<file path="src/sv/cda_pkg.sv">
// shared types, constants and month table for the calendar date adder
`timescale 1ns / 1ps
`default_nettype none

package cda_pkg;

	localparam int YEAR_W  = 14;
	localparam int MONTH_W = 4;
	localparam int DAY_W   = 5;
	localparam int INC_W   = 16;

	localparam logic [YEAR_W-1:0]  YEAR_MAX    = 14'd9999;
	localparam logic [YEAR_W-1:0]  RESET_YEAR  = 14'd1111;
	localparam logic [MONTH_W-1:0] RESET_MONTH = 4'd1;
	localparam logic [DAY_W-1:0]   RESET_DAY   = 5'd1;
	// 1111 mod 25
	localparam logic [4:0]         RESET_REM25 = 5'd11;

	localparam logic [MONTH_W-1:0] MONTH_JAN = 4'd1;
	localparam logic [MONTH_W-1:0] MONTH_FEB = 4'd2;
	localparam logic [MONTH_W-1:0] MONTH_APR = 4'd4;
	localparam logic [MONTH_W-1:0] MONTH_JUN = 4'd6;
	localparam logic [MONTH_W-1:0] MONTH_SEP = 4'd9;
	localparam logic [MONTH_W-1:0] MONTH_NOV = 4'd11;
	localparam logic [MONTH_W-1:0] MONTH_DEC = 4'd12;

	localparam logic [DAY_W-1:0] LEN_LONG     = 5'd31;
	localparam logic [DAY_W-1:0] LEN_SHORT    = 5'd30;
	localparam logic [DAY_W-1:0] LEN_FEB_LEAP = 5'd29;
	localparam logic [DAY_W-1:0] LEN_FEB      = 5'd28;
	localparam logic [DAY_W-1:0] FIRST_DAY    = 5'd1;

	// y / 25 == (y * RECIP25) >> RECIP25_SH for every 14-bit y
	localparam logic [12:0] RECIP25    = 13'd5243;
	localparam int          RECIP25_SH = 17;
	localparam int          QUOT_W     = 10;
	localparam logic [4:0]  REM25_TOP  = 5'd24;

	typedef enum logic {
		OP_SET = 1'b0,
		OP_ADD = 1'b1
	} cda_op_t;

	typedef enum logic [1:0] {
		ST_IDLE,
		ST_REM,
		ST_WALK,
		ST_DONE
	} cda_state_t;

	typedef struct packed {
		logic               operation;
		logic [YEAR_W-1:0]  new_year;
		logic [MONTH_W-1:0] new_month;
		logic [DAY_W-1:0]   new_day;
		logic [INC_W-1:0]   day_increment;
	} cda_req_t;

	typedef struct packed {
		logic [YEAR_W-1:0]  out_year;
		logic [MONTH_W-1:0] out_month;
		logic [DAY_W-1:0]   out_day;
		logic               year_overflow;
	} cda_rsp_t;

	// months outside 1..12 count as long months
	function automatic logic [DAY_W-1:0] cda_month_len(input logic [MONTH_W-1:0] m,
		input logic leap);
		logic [DAY_W-1:0] len;
		case (m)
			MONTH_FEB: len = leap ? LEN_FEB_LEAP : LEN_FEB;
			MONTH_APR, MONTH_JUN, MONTH_SEP, MONTH_NOV: len = LEN_SHORT;
			default: len = LEN_LONG;
		endcase
		return len;
	endfunction

endpackage

`default_nettype wire

</file>
<file path="src/sv/calendar_date_adder.sv">
// calendar date register with set and add-days, one month stepped per cycle
//
//  channel | dir | handshake            | word
//  --------+-----+----------------------+----------------------------------
//  req     | in  | req_valid/req_stall  | op, new y/m/d, day increment
//  rsp     | out | rsp_valid/rsp_stall  | year, month, day, year_overflow
//
// set: passes through ST_REM (year mod 25 is rebuilt for the leap rule), then ST_DONE
// add: passes through ST_WALK, where the month walker crosses the months one by one, then ST_DONE
// an add of zero days skips the walker and goes straight to ST_DONE
// the walker unit (month length, day compare, increment subtract) and the year mod 25 unit form the datapath
// reset leaves 1111-01-01; a held result in rsp does not block the next request
`timescale 1ns / 1ps
`default_nettype none

module calendar_date_adder import cda_pkg::*; (
	input  wire logic     clk,
	input  wire logic     arst_n,
	input  wire logic     req_valid,
	output      logic     req_stall,
	input  wire cda_req_t req,
	output      logic     rsp_valid,
	input  wire logic     rsp_stall,
	output      cda_rsp_t rsp
);

	cda_state_t state_q, state_d;

	logic [YEAR_W-1:0]  year_q;
	logic [MONTH_W-1:0] month_q;
	logic [DAY_W-1:0]   day_q;
	logic [4:0]         rem25_q;
	logic [QUOT_W-1:0]  quot_q;
	logic [INC_W-1:0]   inc_q;
	logic               ovf_q;
	logic               rsp_valid_q;
	cda_rsp_t           rsp_q;

	logic accept;
	logic rsp_free;
	logic finish;

	// walker signals
	logic                leap;
	logic [DAY_W-1:0]    len;
	logic [INC_W:0]      day_sum;
	logic                fits;
	logic [DAY_W-1:0]    day_clip;
	logic [DAY_W:0]      step;
	logic                wrap;
	logic                saturate;
	logic                walk_done;
	logic [INC_W-1:0]    inc_next;
	logic [26:0]         quot_prod;
	logic [YEAR_W-1:0]   quot_x25;
	logic [YEAR_W-1:0]   rem_wide;

	// fsm outputs
	always_comb begin
		req_stall = (state_q != ST_IDLE);
		accept    = req_valid && (state_q == ST_IDLE);
		rsp_free  = !rsp_valid_q || !rsp_stall;
		finish    = (state_q == ST_DONE) && rsp_free;
	end

	// next state
	always_comb begin
		state_d = state_q;
		case (state_q)
			ST_IDLE: begin
				if (accept) begin
					if (req.operation == OP_SET)
						state_d = ST_REM;
					else if (req.day_increment == '0)
						state_d = ST_DONE;
					else
						state_d = ST_WALK;
				end
			end
			ST_REM:  state_d = ST_DONE;
			ST_WALK: begin
				if (walk_done)
					state_d = ST_DONE;
			end
			ST_DONE: begin
				if (rsp_free)
					state_d = ST_IDLE;
			end
			default: state_d = ST_IDLE;
		endcase
	end

	// div by 400 == div by 16 and by 25
	assign leap      = (year_q[1:0] == 2'd0) && ((rem25_q != 5'd0) || (year_q[3:0] == 4'd0));
	assign len       = cda_month_len(month_q, leap);
	assign day_sum   = {{(INC_W+1-DAY_W){1'b0}}, day_q} + {1'b0, inc_q};
	assign fits      = (day_q <= len) && (day_sum <= {{(INC_W+1-DAY_W){1'b0}}, len});
	assign day_clip  = (day_q > len) ? len : day_q;
	assign step      = {1'b0, len} - {1'b0, day_clip} + {{DAY_W{1'b0}}, 1'b1};
	assign inc_next  = inc_q - {{(INC_W-DAY_W-1){1'b0}}, step};
	assign wrap      = (month_q >= MONTH_DEC);
	assign saturate  = !fits && wrap && (year_q >= YEAR_MAX);
	assign walk_done = fits || saturate;

	assign quot_prod = req.new_year * RECIP25;
	assign quot_x25  = {quot_q, 4'd0} + {1'b0, quot_q, 3'd0} + {4'd0, quot_q};
	assign rem_wide  = year_q - quot_x25;

	always_ff @(posedge clk or negedge arst_n) begin
		if (!arst_n) begin
			state_q     <= ST_IDLE;
			year_q      <= RESET_YEAR;
			month_q     <= RESET_MONTH;
			day_q       <= RESET_DAY;
			rem25_q     <= RESET_REM25;
			ovf_q       <= 1'b0;
			rsp_valid_q <= 1'b0;
		end else begin
			state_q <= state_d;
			if (accept) begin
				ovf_q <= 1'b0;
				if (req.operation == OP_SET) begin
					year_q  <= req.new_year;
					month_q <= req.new_month;
					day_q   <= req.new_day;
				end
			end
			if (state_q == ST_REM)
				rem25_q <= rem_wide[4:0];
			if (state_q == ST_WALK) begin
				if (fits) begin
					day_q <= day_sum[DAY_W-1:0];
				end else if (saturate) begin
					year_q  <= YEAR_MAX;
					month_q <= MONTH_DEC;
					day_q   <= LEN_LONG;
					ovf_q   <= 1'b1;
				end else begin
					day_q <= FIRST_DAY;
					if (wrap) begin
						year_q  <= year_q + 14'd1;
						month_q <= MONTH_JAN;
						rem25_q <= (rem25_q == REM25_TOP) ? 5'd0 : rem25_q + 5'd1;
					end else begin
						month_q <= month_q + 4'd1;
					end
				end
			end
			if (finish)
				rsp_valid_q <= 1'b1;
			else if (!rsp_stall)
				rsp_valid_q <= 1'b0;
		end
	end

	always_ff @(posedge clk) begin
		if (accept) begin
			inc_q  <= req.day_increment;
			quot_q <= quot_prod[RECIP25_SH +: QUOT_W];
		end else if (state_q == ST_WALK) begin
			inc_q <= inc_next;
		end
		if (finish) begin
			rsp_q.out_year      <= year_q;
			rsp_q.out_month     <= month_q;
			rsp_q.out_day       <= day_q;
			rsp_q.year_overflow <= ovf_q;
		end
	end

	assign rsp_valid = rsp_valid_q;
	assign rsp       = rsp_q;

endmodule

`default_nettype wire

</file>
<file path="config.mk">
export PLATFORM = sky130hd
export DESIGN_NAME = calendar_date_adder
export DESIGN_NICKNAME = d
export VERILOG_FILES = /design/src/sv/cda_pkg.sv /design/src/sv/calendar_date_adder.sv
export SDC_FILE = /design/constraint.sdc
export NUM_CORES = 1
export LEC_CHECK = 0
export BUFFER_PORTS_ARGS = -buffer_cell sky130_fd_sc_hd__buf_2
export CAP_MARGIN = 20
export CORE_UTILIZATION = 57
export DETAILED_ROUTE_END_ITERATION = 6
export PLACE_DENSITY = 0.77
export SLEW_MARGIN = 5
export SYNTH_ARGS = -nofsm -noshare
export SYNTH_HDL_FRONTEND = slang
export SYNTH_SLANG_ARGS = --single-unit
</file>
<file path="constraint.sdc">
create_clock -name clk -period 5.58 [get_ports clk]
set_input_delay 0.558 -clock clk [delete_from_list [all_inputs] [get_ports clk]]
set_output_delay 0.558 -clock clk [all_outputs]
set_load 0.02 [all_outputs]
</file>
Word level (Yosys, flattened, before mapping)
Cells that the tools add are included.
{"block": "op_classes", "n_addsub": 10, "multipliers": 1, "div": 0, "magnitude_cmp": 5, "eq_ne": 14, "shift": 0, "n_mux": 40, "bitwise": 0, "n_reduce_logical": 22}
{"operator": "$mux 14", "n": 6}
{"operator": "$mux 5", "n": 12}
{"operator": "$mux 16", "n": 2}
{"operator": "$mux 4", "n": 6}
{"operator": "$mul 14x13->22 const B", "n": 1}
{"operator": "$add 5x16->17", "n": 1}
{"operator": "$le 17x5->1", "n": 1}
{"operator": "$logic_not 16->1", "n": 1}
{"operator": "$sub 16x6->16", "n": 1}
{"operator": "$add 14x1->14 const B", "n": 1}
{"operator": "$ge 14x14->1 const B", "n": 1}
{"operator": "$add 5x5->5", "n": 2}
{"operator": "$eq 4x3->1 const B", "n": 2}
{"operator": "$eq 4x4->1 const B", "n": 2}
{"operator": "$mux 1", "n": 8}
{"operator": "$mux 2", "n": 4}
{"operator": "$pmux 2 s4", "n": 1}
{"operator": "$add 6x1->6 const B", "n": 1}
{"operator": "$logic_and 1x1->1", "n": 6}
{"operator": "$ne 2x2->1 const B", "n": 3}
{"operator": "$sub 5x5->6", "n": 1}
{"operator": "$add 5x1->5 const B", "n": 1}
{"operator": "$eq 5x5->1 const B", "n": 1}
{"operator": "$gt 5x5->1", "n": 1}
{"operator": "18 further kinds", "n": 26}
{"block": "word_totals", "ff_bits": 77, "latchBits": 0, "mem_bits_rw": 0, "romBits": 0, "out_inout_bits": 26, "wordCells": 105, "n_memories": 0}

Longest topological paths before layout
Gate-level depths: netlist of the first run.
{"block": "depth", "word_depth": 13, "mapped_depth": 25}

Worst setup path before layout of the first run
Ideal clock, no wire load.
{"block": "synth_timing", "path_type": "reg2reg", "from": "register month_q[0]", "to": "register inc_q[11] (data pin)", "arrival_time_ns": 4.625, "required_ns": 5.310, "slack_ns": 0.684, "stages_incl_launch_ff": 24, "synth_period_minus_slack_ns": 4.896, "cell_sequence": "dfstp_2 inv_1 ha_1 nor3b_1 nand2_1 o311a_1 ha_1 nand2_1 o211ai_1 nand2_1 o21ai_0 ha_1 inv_1 ha_1 fa_1 inv_1 ha_1 o21ai_0 a21oi_1 o21a_1 o21ai_1 or4b_2 xor2_1 a21oi_1"}
{"block": "synth_between", "elab_chain_cells": 10, "elab_cells_between_ends": 14, "cone_classes": "3 x add/sub; 1 x order compare; 5 x eq/ne; 4 x mux; 1 x reduce/logical"}
{"element": "from (decl)", "line": "calendar_date_adder.sv:30", "rtl": "logic [MONTH_W-1:0] month_q;"}
{"element": "from (signal assigned)", "line": "calendar_date_adder.sv:124", "rtl": "month_q <= req.new_month;"}
{"element": "from (signal assigned)", "line": "calendar_date_adder.sv:145", "rtl": "month_q <= month_q + 4'd1;"}
{"element": "$eq 4x3->1 / $eq 4x4->1 (equally long branches)", "line": "cda_pkg.sv:70", "rtl": "case (m)"}
{"element": "$reduce_or 4->1", "line": "cda_pkg.sv:70"}
{"element": "$pmux 2 s2 (*)", "line": "cda_pkg.sv:70"}
{"element": "$gt 5x5->1", "line": "calendar_date_adder.sv:98", "rtl": "assign day_clip = (day_q > len) ? len : day_q;"}
{"element": "$mux 5", "line": "calendar_date_adder.sv:98"}
{"element": "$sub 5x5->6 (*)", "line": "calendar_date_adder.sv:99", "rtl": "assign step = {1'b0, len} - {1'b0, day_clip} + {{DAY_W{1'b0}}, 1'b1};"}
{"element": "$add 6x1->6 (*)", "line": "calendar_date_adder.sv:99"}
{"element": "$sub 16x6->16 (*)", "line": "calendar_date_adder.sv:100", "rtl": "assign inc_next = inc_q - {{(INC_W-DAY_W-1){1'b0}}, step};"}
{"element": "$mux 16 (*)", "line": "calendar_date_adder.sv:160", "rtl": "end else if (state_q == ST_WALK) begin"}
{"element": "$mux 16 (*)", "line": "calendar_date_adder.sv:157", "rtl": "if (accept) begin"}
{"element": "to (signal assigned)", "line": "calendar_date_adder.sv:158", "rtl": "inc_q <= req.day_increment;"}
{"element": "to (signal assigned)", "line": "calendar_date_adder.sv:161", "rtl": "inc_q <= inc_next;"}
{"element": "to (decl)", "line": "calendar_date_adder.sv:34", "rtl": "logic [INC_W-1:0] inc_q;"}
Every way passes the cells marked *; elsewhere a longest branch is shown, timed or not. The select of a mux whose other input is x is not followed.
A chain may end at the register's enable or synchronous reset.

Worst setup path in the final report of the first run
Same ends and word-level chain as after synthesis.

==> results of run 1 <==
-- power by group through the flow --
| stage | Clock [mW] | Sequential (mW) | Combinational, mW |
|---|---|---|---|
| floorplan | 0 | 1.34 | 2.85 |
| global placement | 0 | 1.38 | 3.54 |
| detailed placement | 0 | 1.39 | 3.65 |
| CTS | 0.630 | 1.38 | 3.71 |
| global route | 0.650 | 1.43 | 4.22 |
| finish | 0.622 | 1.39 | 3.72 |
-- per-stage QoR --
| step | hold WS, ns | utilization, % | cell area, um2 |
|---|---|---|---|
| 6_report | 0.297 | 64.3 | 8890 |
| 5_1_grt | 0.334 | 64.3 | 8890 |
| 4_1_cts | 0.303 | 64.2 | 8880 |
| 3_5_place_dp | 0.484 | 62.0 | 8570 |
| 3_3_place_gp | 0.469 | 62.0 | 8570 |
| 2_1_floorplan | 0.262 | - | 8080 |
-- metal layers --
metal  wire, um  share of wire, %
met5          0                 0
met4        222               1.3
met3        971               5.5
met2       8420                48
met1       8050                46
-- critical path, cell delays in order, from the launching register on --
cell and delay, ns:
dfstp_2 0.59, inv_1 0.07, ha_1 0.22, nor3b_2 0.20
nand2_1 0.09, o311a_1 0.23, ha_1 0.17, nor2b_1 0.04
o211ai_1 0.36, o21ai_0 0.15, ha_1 0.30, inv_1 0.04
ha_1 0.22, fa_1 0.48, inv_1 0.04, ha_1 0.31
o21ai_0 0.12, a21oi_1 0.12, o21a_1 0.20, o21ai_1 0.18
or4b_2 0.61, xor2_1 0.18, a21oi_1 0.08
-- layout make-up --
| type | instances | area (um2) | area share [%] |
|---|---|---|---|
| sequential | 77 | 2170 | 24.3 |
| timing repair buffer | 74 | 383 | 4.30 |
| tap | 180 | 225 | 2.53 |
| clock buffer | 12 | 236 | 2.66 |
| clock inverter | 4 | 72.6 | 0.816 |
| antenna | 1 | 2.50 | 0.0281 |
| inverter | 152 | 571 | 6.41 |
| multi-input combinational | 565 | 5240 | 58.9 |
-- cell usage in the layout, fill, tap and decap left out, drive strengths merged, types with 24 or more instances in the layout --
cell type,count
a21oi,56
buf,74
edfxtp,45
fa,66
ha,117
inv,152
nand2,42
nand3,24
nor2,47
o21ai,27
-- final timing paths --
kind / slack, ns / to / cells past startpoint / from
max: 0.33 / inc_q[11] / 22 / month_q[0]
min: 0.30 / state_q[0] / 1 / arst_n
max reg2reg: 0.33 / inc_q[11] / 22 / month_q[0]
min reg2reg: 0.50 / year_q[10] / 2 / year_q[10]
max in group asynchronous: 4.79 / day_q[3] / 1 / arst_n
min in group clk: 0.45 / month_q[0] / 3 / req[21]
-- sequential cells by signal, indices dropped and copies added, names as in the netlist --
signal and count:
rsp 24, state_q 2, inc_q 16, rsp_valid 1
ovf_q 1, quot_q 5, month_q 4, rem25_q 5
day_q 5, year_q 14
-- cells by family after synthesis --
family	Yosys count	share of synthesized area, %
compound gates	145	12.0
xor+xnor	45	4.88
fa+ha+maj	183	34.5
buf+inv	174	8.46
flops	77	26.8
mux	21	2.71
simple gates	171	10.7
-- what timing repair did --
| item | in CTS | in global routing |
|---|---|---|
| gates resized for setup | 0 | 1 |
| setup endpoints to repair | 0 | 5 |
| endpoints found under the hold margin | 0 | 0 |
| buffers inserted | 0 | 1 |
==> flow_summary_export.csv, run 1 <==
group,metric,value,unit
sta,setup_ws,0.331,ns
pwr,p_sw_share,45.8,%
routing,drc,0,
routing,totalWireLength,17700,um
global_routing,busiest_layer,"met2",
cells_and_area,nets,1106,
pwr,power,5.72,mW
global_routing,grt_usage,26.3,%
global_routing,grt_pass1_wl,29600,um
placed_design,port_buffers,69,
routing,wl_per_cell,16.6,um
pwr,p_int,3.10,mW
synth,ys_types,72,
worst_setup_path,arrival,5.34,ns
routing,num_vias,6042,
synth,syn_area,0.00808,mm2
sta,clock.fmax,191,MHz
cts,insertion_delay,0.35,ns
worst_setup_path,worstSetupEndpointType,"register",
synth,async_reset_ff_share,41.6,%
global_routing,use_met3,4.42,%
sta,final_hold_viol_count,0,
cts,clock_path_buffers,2,
pwr,seqPwrFrac,24.2,%
cts,numClockSinks,77,
global_routing,met1_usage,36.8,%
synth,synth_ff_type,"edfxtp_1",
worst_setup_path,cp.required,5.67,ns
sta,finalMaxSlewViolations,0,
synth,synth-edff-count,45,
cells_and_area,drive_above_1_share,14.1,%
cells_and_area,syn_to_final_growth,10.1,%
global_routing,grtUsageMet2,42.8,%
floorplan,rows,43,
pwr,p_leak,4.25,nW
global_routing,grt_max_degree,34,
routing,drtPass1Iterations,5,
pwr,pwr-share-comb,64.9,%
routing,drt-initial-drc-count,391,
synth,post-synth-top-count-cell,"inv_1",
synth,synth-seq-cells,77,
pwr,clkPwrFrac,10.9,%
hold_path,hp-class,"in -> async",
placed_design,dpl.hpwl,14100,um
worst_setup_path,worst_setup_path_start_kind,"register",
pwr,power.switching,2.62,mW
cts,clk_pin_slew,0.06,ns
run,drv_cap,0,
global_routing,gr-total-overflow,0,
synth,synthTopCellsByArea,"ha_1 18%, edfxtp_1 17%, fa_1 16%",
cts,ctsHtreeMaxLevel,3,
placed_design,dp.cells,1047,
sta,layout_worst_path_cycle_share,94.1,%
worst_setup_path,critPathMaxFanout,7,
global_routing,grt_antenna_before_repair,1,
synth,avgSynthCellArea,9.90,um2
pwr,powerDensity,644,mW/mm2
cells_and_area,final_cells,1065,
cts,hold_buffers,0,
floorplan,die_area,0.0146,mm2
synth,yosys.area.top_type_share,18.1,%
placed_design,place_congestion,0.881,
floorplan,core-area,0.0138,mm2
sta,clock_skew,0.0115,ns
sta,rsz0062_at_grt,"no",
run_status,outcome,"finished clean",
synth,ys_seq_area_share,26.8,%
synth,synthTopCellsByCount,"152 x inv_1, 117 x ha_1, 66 x fa_1, 54 x a21oi_1, 46 x nor2_1",
cells_and_area,fillers,1098,
placed_design,pre_cts_ws,0.276,ns
floorplan,die_y,121,um
synth,synth_top_area_cell,"ha_1",
sta,finalSetupViolCount,0,
floorplan,io_pins,70,
pwr,vdd_ir_drop_max,0.357,mV
synth,synth_nets,1043,
routing,viasPerCell,5.67,
cts,cts_tree,"done",
global_routing,grt_pass1_vias,6154,
sta,tns,0,ns
cts,root_buffer,"clkbuf_16",
sta,max_slew_margin,27.9,%
floorplan,dieWidth,121,um
sta,worst_pin_slew,1.07,ns
sta,post-route-min-period,5.25,ns
synth,syn_inst,816,
floorplan,initial_utilization,58.4,%
worst_setup_path,crit_type,"reg -> reg",
cts,numCtsBuffers,9,
routing,ant_nets,0,
synth,synth_warnings,0,
No activity file was read; power rests on OpenSTA's default activity.
==> run 2, diff against run 1 <==
RECOVER_POWER = 25   (was not set)
TNS_END_PERCENT = 20   (was not set)
==> run 2 against run 1 <==
  * The flow now finishes with violations (capacitance limit, slew limit)
  * Critical path depth did not move
  * Via count increased by 0.13%
  * Design area barely moved
  * Combinational power about the same
  * Sequential share of layout area hardly changed
  * Flip-flop and latch count is the same
  * Clock skew about the same
  * Worst setup slack gained 0.018 ns
  * Core utilization about the same
  * First-iteration DRC count decreased by 0.51%
  * Sequential power barely moved
==> flow_summary_export.csv, run 2 (same netlist as run 1, synthesis figures left out) <==
group,metric,value,unit
pwr,powerDensity,642,mW/mm2
global_routing,grt_pass1_wl,29600,um
cells_and_area,nets,1106,
floorplan,dieWidth,121,um
run_status,outcome,"finished with violations",
global_routing,grt_pass1_vias,6154,
cells_and_area,multi_input_area,0.00524,mm2
worst_setup_path,crit_start,"month_q[0]",
run,drv_cap,1,
sta,finalMaxSlewViolations,33,
sta,post-route-min-period,5.23,ns
cts,numCtsBuffers,9,
worst_setup_path,critPathMaxFanout,7,
sta,tns,0,ns
worst_setup_path,timing.rr.end,"inc_q[11]",
cells_and_area,final_area,0.00889,mm2
sta,max_slew_margin,-24.1,%
sta,worst_pin_slew,1.86,ns
worst_setup_path,reg2reg_from,"month_q[0]",
cells_and_area,fillers,1099,
placed_design,dpl.hpwl,14100,um
pwr,p_leak,4.24,nW
worst_setup_path,worst_path_largest_cell_delay,0.62,ns
sta,layout_worst_path_cycle_share,93.7,%
sta,hold-worst-slack,0.445,ns
cts,numClockSinks,77,
routing,ant_nets,0,
floorplan,core-area,0.0138,mm2
cells_and_area,ff_latch_area,0.00217,mm2
hold_path,hp-class,"in -> reg",
worst_setup_path,crit_type,"reg -> reg",
pwr,vdd_ir_drop_max,0.357,mV
cts,clock_path_buffers,2,
worst_setup_path,r2r_setup_slack,0.35,ns
routing,totalWireLength,17600,um
placed_design,dpl-instance-area,0.00857,mm2
cts,cts_tree,"done",
cells_and_area,final_common_cell,"inv_1",
global_routing,grt_antenna_before_repair,1,
floorplan,die_area,0.0146,mm2
run_status,failed_checks,"capacitance limit, slew limit",
cts,clk_pin_slew,0.06,ns
worst_setup_path,worst_setup_path_start_kind,"register",
worst_setup_path,path_common_cell,"ha_1",
global_routing,grt_usage,26.3,%
worst_setup_path,cp.required,5.67,ns
routing,wl_per_cell,16.6,um
cells_and_area,drive_above_1_share,13.2,%
sta,rsz0062_at_grt,"no",
worst_setup_path,cp_slowest_cell,"or4b_2",
worst_setup_path,rr_worst_depth,22,
routing,drtPass1Iterations,7,
sta,finalSetupViolCount,0,
sta,setup_ws,0.349,ns
cts,root_buffer,"clkbuf_16",
floorplan,die_y,121,um
worst_setup_path,crit_chain,"inv_1 > ha_1 > nor3b_2 > nand2_1 > o311a_1 > ha_1 > nor2b_1 > o211ai_1 > o21ai_0 > ha_1 > inv_1 > ha_1 > fa_1 > inv_1 > ha_1 > o21ai_0 > a21oi_1 > o21a_1 > o21ai_1 > or4b_2 > xor2_1 > a21oi_1",
sta,clock.fmax,191,MHz
cts,ctsHtreeMaxLevel,3,
cts,insertion_delay,0.35,ns
cells_and_area,final_cell_mix,"152 x inv_1, 117 x ha_1, 68 x buf_2",
floorplan,initial_utilization,58.4,%
placed_design,port_buffers,69,
floorplan,io_pins,70,
worst_setup_path,worstSetupEndpointType,"register",
cells_and_area,largest_reg_flops,24,
sta,clock_skew,0.0116,ns
worst_setup_path,crit_end,"inc_q[11]",
floorplan,rows,43,
routing,viasPerCell,5.68,
routing,drt-initial-drc-count,389,
sta,final_hold_viol_count,0,
placed_design,pre_cts_ws,0.276,ns
cells_and_area,syn_to_final_growth,10.1,%
routing,drc,0,
worst_setup_path,arrival,5.32,ns
cts,hold_buffers,0,
placed_design,place_congestion,0.881,
global_routing,grt_max_degree,34,
global_routing,gr-total-overflow,0,
routing,num_vias,6050,
==> run 2: cell count changes in the layout (fill, tap and decap cells not counted) <==
cell,change
dfstp_2,-7
dfstp_1,+7
buf_2,-1
clkbuf_1,+1
==> run 2: cell type report <==
| class | instances | area share [%] |
|---|---|---|
| inverters | 152 | 6.42 |
| clock inverters | 4 | 0.816 |
| repair buffers | 74 | 4.29 |
| diodes | 1 | 0.0281 |
| multi-input cells | 565 | 58.9 |
| clock buffers | 12 | 2.66 |
| flip-flops and latches | 77 | 24.4 |
| well taps | 180 | 2.53 |
==> run 2: timing repair <==
item,CTS,global route
gates resized for setup,0,1
buffers inserted,0,1
endpoints found under the setup margin,0,5
==> run 2: worst min-delay path by stage <==
stage / start / slack (ns) / cells after the start / end
after floorplan: arst_n / 0.26 / 0 / day_q[1]
after global placement: year_q[10] / 0.47 / 2 / year_q[10]
after detailed placement: year_q[10] / 0.48 / 2 / year_q[10]
after CTS: arst_n / 0.30 / 1 / state_q[0]
after global routing: req[21] / 0.46 / 3 / month_q[0]
final: req[21] / 0.44 / 3 / month_q[0]
==> run 2: where the power goes <==
group / switching [mW] / internal (mW) / leakage (nW)
Combinational: 2.07 / 1.64 / 3.31
Sequential: 0.320 / 1.06 / 0.780
Clock: 0.231 / 0.391 / 0.147
Total: 2.62 / 3.09 / 4.24
==> run 2: critical path, delay by kind of cell (launching register included) <==
| family | cells | cell delay [ns] |
|---|---|---|
| xor gates and xnor gates | 1 | 0.16 |
| buffers and inverters | 3 | 0.15 |
| and+or+nand+nor | 4 | 0.95 |
| AOI/OAI and AO/OA | 8 | 1.44 |
| DFF | 1 | 0.59 |
| adders and majority gates | 6 | 1.69 |
==> run 2: routing by layer <==
| metal | global-route usage (%) | vias up | part of all wire (%) |
|---|---|---|---|
| met5 | 0 | - | 0 |
| met4 | 6.17 | 0 | 1.4 |
| met3 | 4.42 | 24 | 5.9 |
| met2 | 42.8 | 183 | 47 |
| met1 | 36.8 | 2930 | 45 |
| li1 | - | 2913 | - |
==> run 2: through the flow <==
| stage | instances | total power [mW] | util, % |
|---|---|---|---|
| 5_1_grt | 1064 | 6.29 | 64.3 |
| 6_report | 1065 | 5.71 | 64.3 |
| 3_3_place_gp | 1047 | 4.92 | 62.0 |
| 3_5_place_dp | 1047 | 5.04 | 62.0 |
| 2_1_floorplan | 816 | 4.19 | - |
| 4_1_cts | 1063 | 5.72 | 64.2 |
==> run 3, diff against run 2 <==
CORE_UTILIZATION = 56   (was 57)
PLACE_DENSITY = 0.79   (was 0.77)
clock period = 4.7 ns   (was 5.58 ns; I/O delays follow)
==> run 3 against run 2 <==
  * The flow finishes with violations (setup timing)
  * Combinational power is 42% higher
  * Global-route usage rose by 0.96 points
  * Power rose by 33%
  * Clock-buffer cell count decreased by 2
  * Clock skew decreased by 0.0038 ns
  * First-iteration DRC count up 14%
  * Largest cell class unchanged
==> flow_summary_export.csv, run 3 (same netlist as run 1, synthesis figures left out) <==
group,metric,value,unit
run_status,outcome,"finished with violations",
run_status,failed_checks,"setup timing",
floorplan,die_area,0.0149,mm2
cells_and_area,final_common_cell,"inv_1",
cells_and_area,largest_reg_flops,24,
global_routing,grt_max_degree,33,
sta,clock_skew,0.00789,ns
cts,insertion_delay,0.35,ns
cts,clock_path_buffers,2,
routing,ant_nets,0,
cts,cts_tree,"done",
global_routing,grt_usage,27.3,%
sta,hold-worst-slack,0.200,ns
cells_and_area,nets,1168,
worst_setup_path,crit_type,"reg -> reg",
placed_design,port_buffers,69,
global_routing,gr-total-overflow,0,
worst_setup_path,crit_cells,21,
cells_and_area,syn_to_final_growth,18.4,%
cts,root_buffer,"clkbuf_16",
floorplan,die_y,122,um
sta,post-route-min-period,4.72,ns
cts,ctsHtreeMaxLevel,3,
placed_design,place_congestion,0.867,
pwr,vdd_ir_drop_max,0.444,mV
cts,hold_buffers,0,
pwr,power,7.61,mW
floorplan,dieWidth,122,um
routing,drtPass1Iterations,5,
sta,max_slew_margin,38.6,%
sta,rsz0062_at_grt,"yes",
placed_design,dpl.hpwl,14800,um
floorplan,io_pins,70,
sta,worst_pin_slew,0.921,ns
cells_and_area,final_cell_mix,"145 x inv_1, 110 x ha_1, 69 x buf_2",
hold_path,hp-class,"in -> async",
routing,viasPerCell,5.67,
global_routing,grt_pass1_vias,6395,
cts,clk_pin_slew,0.07,ns
sta,final_hold_viol_count,0,
worst_setup_path,worst_setup_path_start_kind,"register",
sta,setup_ws,-0.0180,ns
routing,drc,0,
global_routing,grt_antenna_before_repair,0,
cts,numCtsBuffers,9,
pwr,powerDensity,796,mW/mm2
global_routing,grt_pass1_wl,31100,um
cells_and_area,fillers,1079,
sta,clock.fmax,212,MHz
routing,drt-initial-drc-count,445,
sta,layout_worst_path_cycle_share,100,%
worst_setup_path,cpLargestDelayFamily,"adder cells",
floorplan,initial_utilization,57.7,%
floorplan,core-area,0.0140,mm2
worst_setup_path,worst_path_largest_cell_delay,0.56,ns
floorplan,rows,43,
worst_setup_path,crit_buf_inv,3,
pwr,p_leak,4.58,nW
routing,num_vias,6386,
worst_setup_path,cp_slowest_cell,"dfstp_2",
worst_setup_path,crit_chain,"buf_4 > ha_1 > nor2_1 > o311a_1 > ha_4 > nand2_1 > o211ai_1 > buf_4 > mux2i_1 > ha_2 > ha_4 > fa_2 > inv_2 > ha_4 > o21ai_4 > a21oi_2 > o21a_1 > o21ai_2 > or4b_4 > xor2_2 > a21oi_2",
worst_setup_path,arrival,4.81,ns
worst_setup_path,rr_worst_depth,21,
run,drv_cap,0,
worst_setup_path,path_common_cell,"ha_4",
worst_setup_path,critPathMaxFanout,3,
cts,numClockSinks,77,
cells_and_area,diodes,0,
sta,finalSetupViolCount,1,
cells_and_area,drive_above_1_share,23.5,%
worst_setup_path,worstSetupEndpointType,"register",
worst_setup_path,cp.required,4.79,ns
routing,wl_per_cell,16.9,um
routing,totalWireLength,19000,um
sta,finalMaxSlewViolations,0,
## run 3: cell types whose count changed in the layout (fill, tap and decap cells not counted), sizes merged
cell      change
diode         -1
bufinv        -1
inv           +2
clkbuf        -3
buf          +63
clkinvlp      +1
## run 3: where the power goes
| part | total (mW) | switching [mW] | internal, mW |
|---|---|---|---|
| Sequential | 1.61 | 0.345 | 1.26 |
| Combinational | 5.26 | 2.83 | 2.43 |
| Clock | 0.740 | 0.294 | 0.446 |
| Total | 7.61 | 3.47 | 4.14 |
## run 3: final timing paths
kind,start,end,slack [ns]
max reg2reg,month_q[0],inc_q[11],-0.02
min in group clk,req[21],month_q[0],0.37
max in group asynchronous,arst_n,month_q[1],4.00
min,arst_n,rem25_q[2],0.20
min reg2reg,ovf_q,rsp[0],0.51
max,month_q[0],inc_q[11],-0.02
## run 3: worst register-to-register path: stages (launching register included)
cell      delay, ns
dfstp_2        0.56
buf_4          0.12
ha_1           0.16
nor2_1         0.05
o311a_1        0.34
ha_4           0.28
nand2_1        0.04
o211ai_1       0.14
buf_4          0.18
mux2i_1        0.23
ha_2           0.23
ha_4           0.14
fa_2           0.45
inv_2          0.08
ha_4           0.21
o21ai_4        0.07
a21oi_2        0.08
o21a_1         0.20
o21ai_2        0.18
or4b_4         0.49
xor2_2         0.17
a21oi_2        0.07
## run 3: metrics by stage
| step | cells | TNS (ns) | cell area [um2] | utilization [%] | worst slack (ns) |
|---|---|---|---|---|---|
| floorplan | 816 | 0 | 8090 | - | 0.0204 |
| global placement | 1104 | -0.728 | 9020 | 64.5 | -0.213 |
| detailed placement | 1104 | -2.05 | 9020 | 64.5 | -0.355 |
| CTS | 1124 | -0.0193 | 9430 | 67.4 | -0.0193 |
| global route | 1126 | -1.25 | 9560 | 68.3 | -0.188 |
| finish | 1126 | -0.0180 | 9560 | 68.3 | -0.0180 |
## run 3: metal layers
layer	part of all wire (%)	vias to the layer above	GRT usage (%)
li1	-	3019	-
met1	45	3109	37.7
met2	47	219	43.8
met3	6.2	39	4.82
met4	2.2	0	8.46
met5	0	-	0
## run 3: layout make-up
cell class | instances | area, um2 | area share (%)
timing repair buffer | 136 | 861 | 9.01
inverter | 152 | 571 | 5.97
sequential | 77 | 2170 | 22.7
clock inverter | 6 | 67.6 | 0.707
multi-input combinational | 565 | 5420 | 56.7
clock buffer | 10 | 250 | 2.62
tap | 180 | 225 | 2.36
## run 3: timing repair
action / in CTS / in global routing
buffers inserted: 4 / 2
endpoints found under the setup margin: 7 / 13
resized for setup: 13 / 29
pin swaps: 8 / 14
hold endpoints to repair: 0 / 0
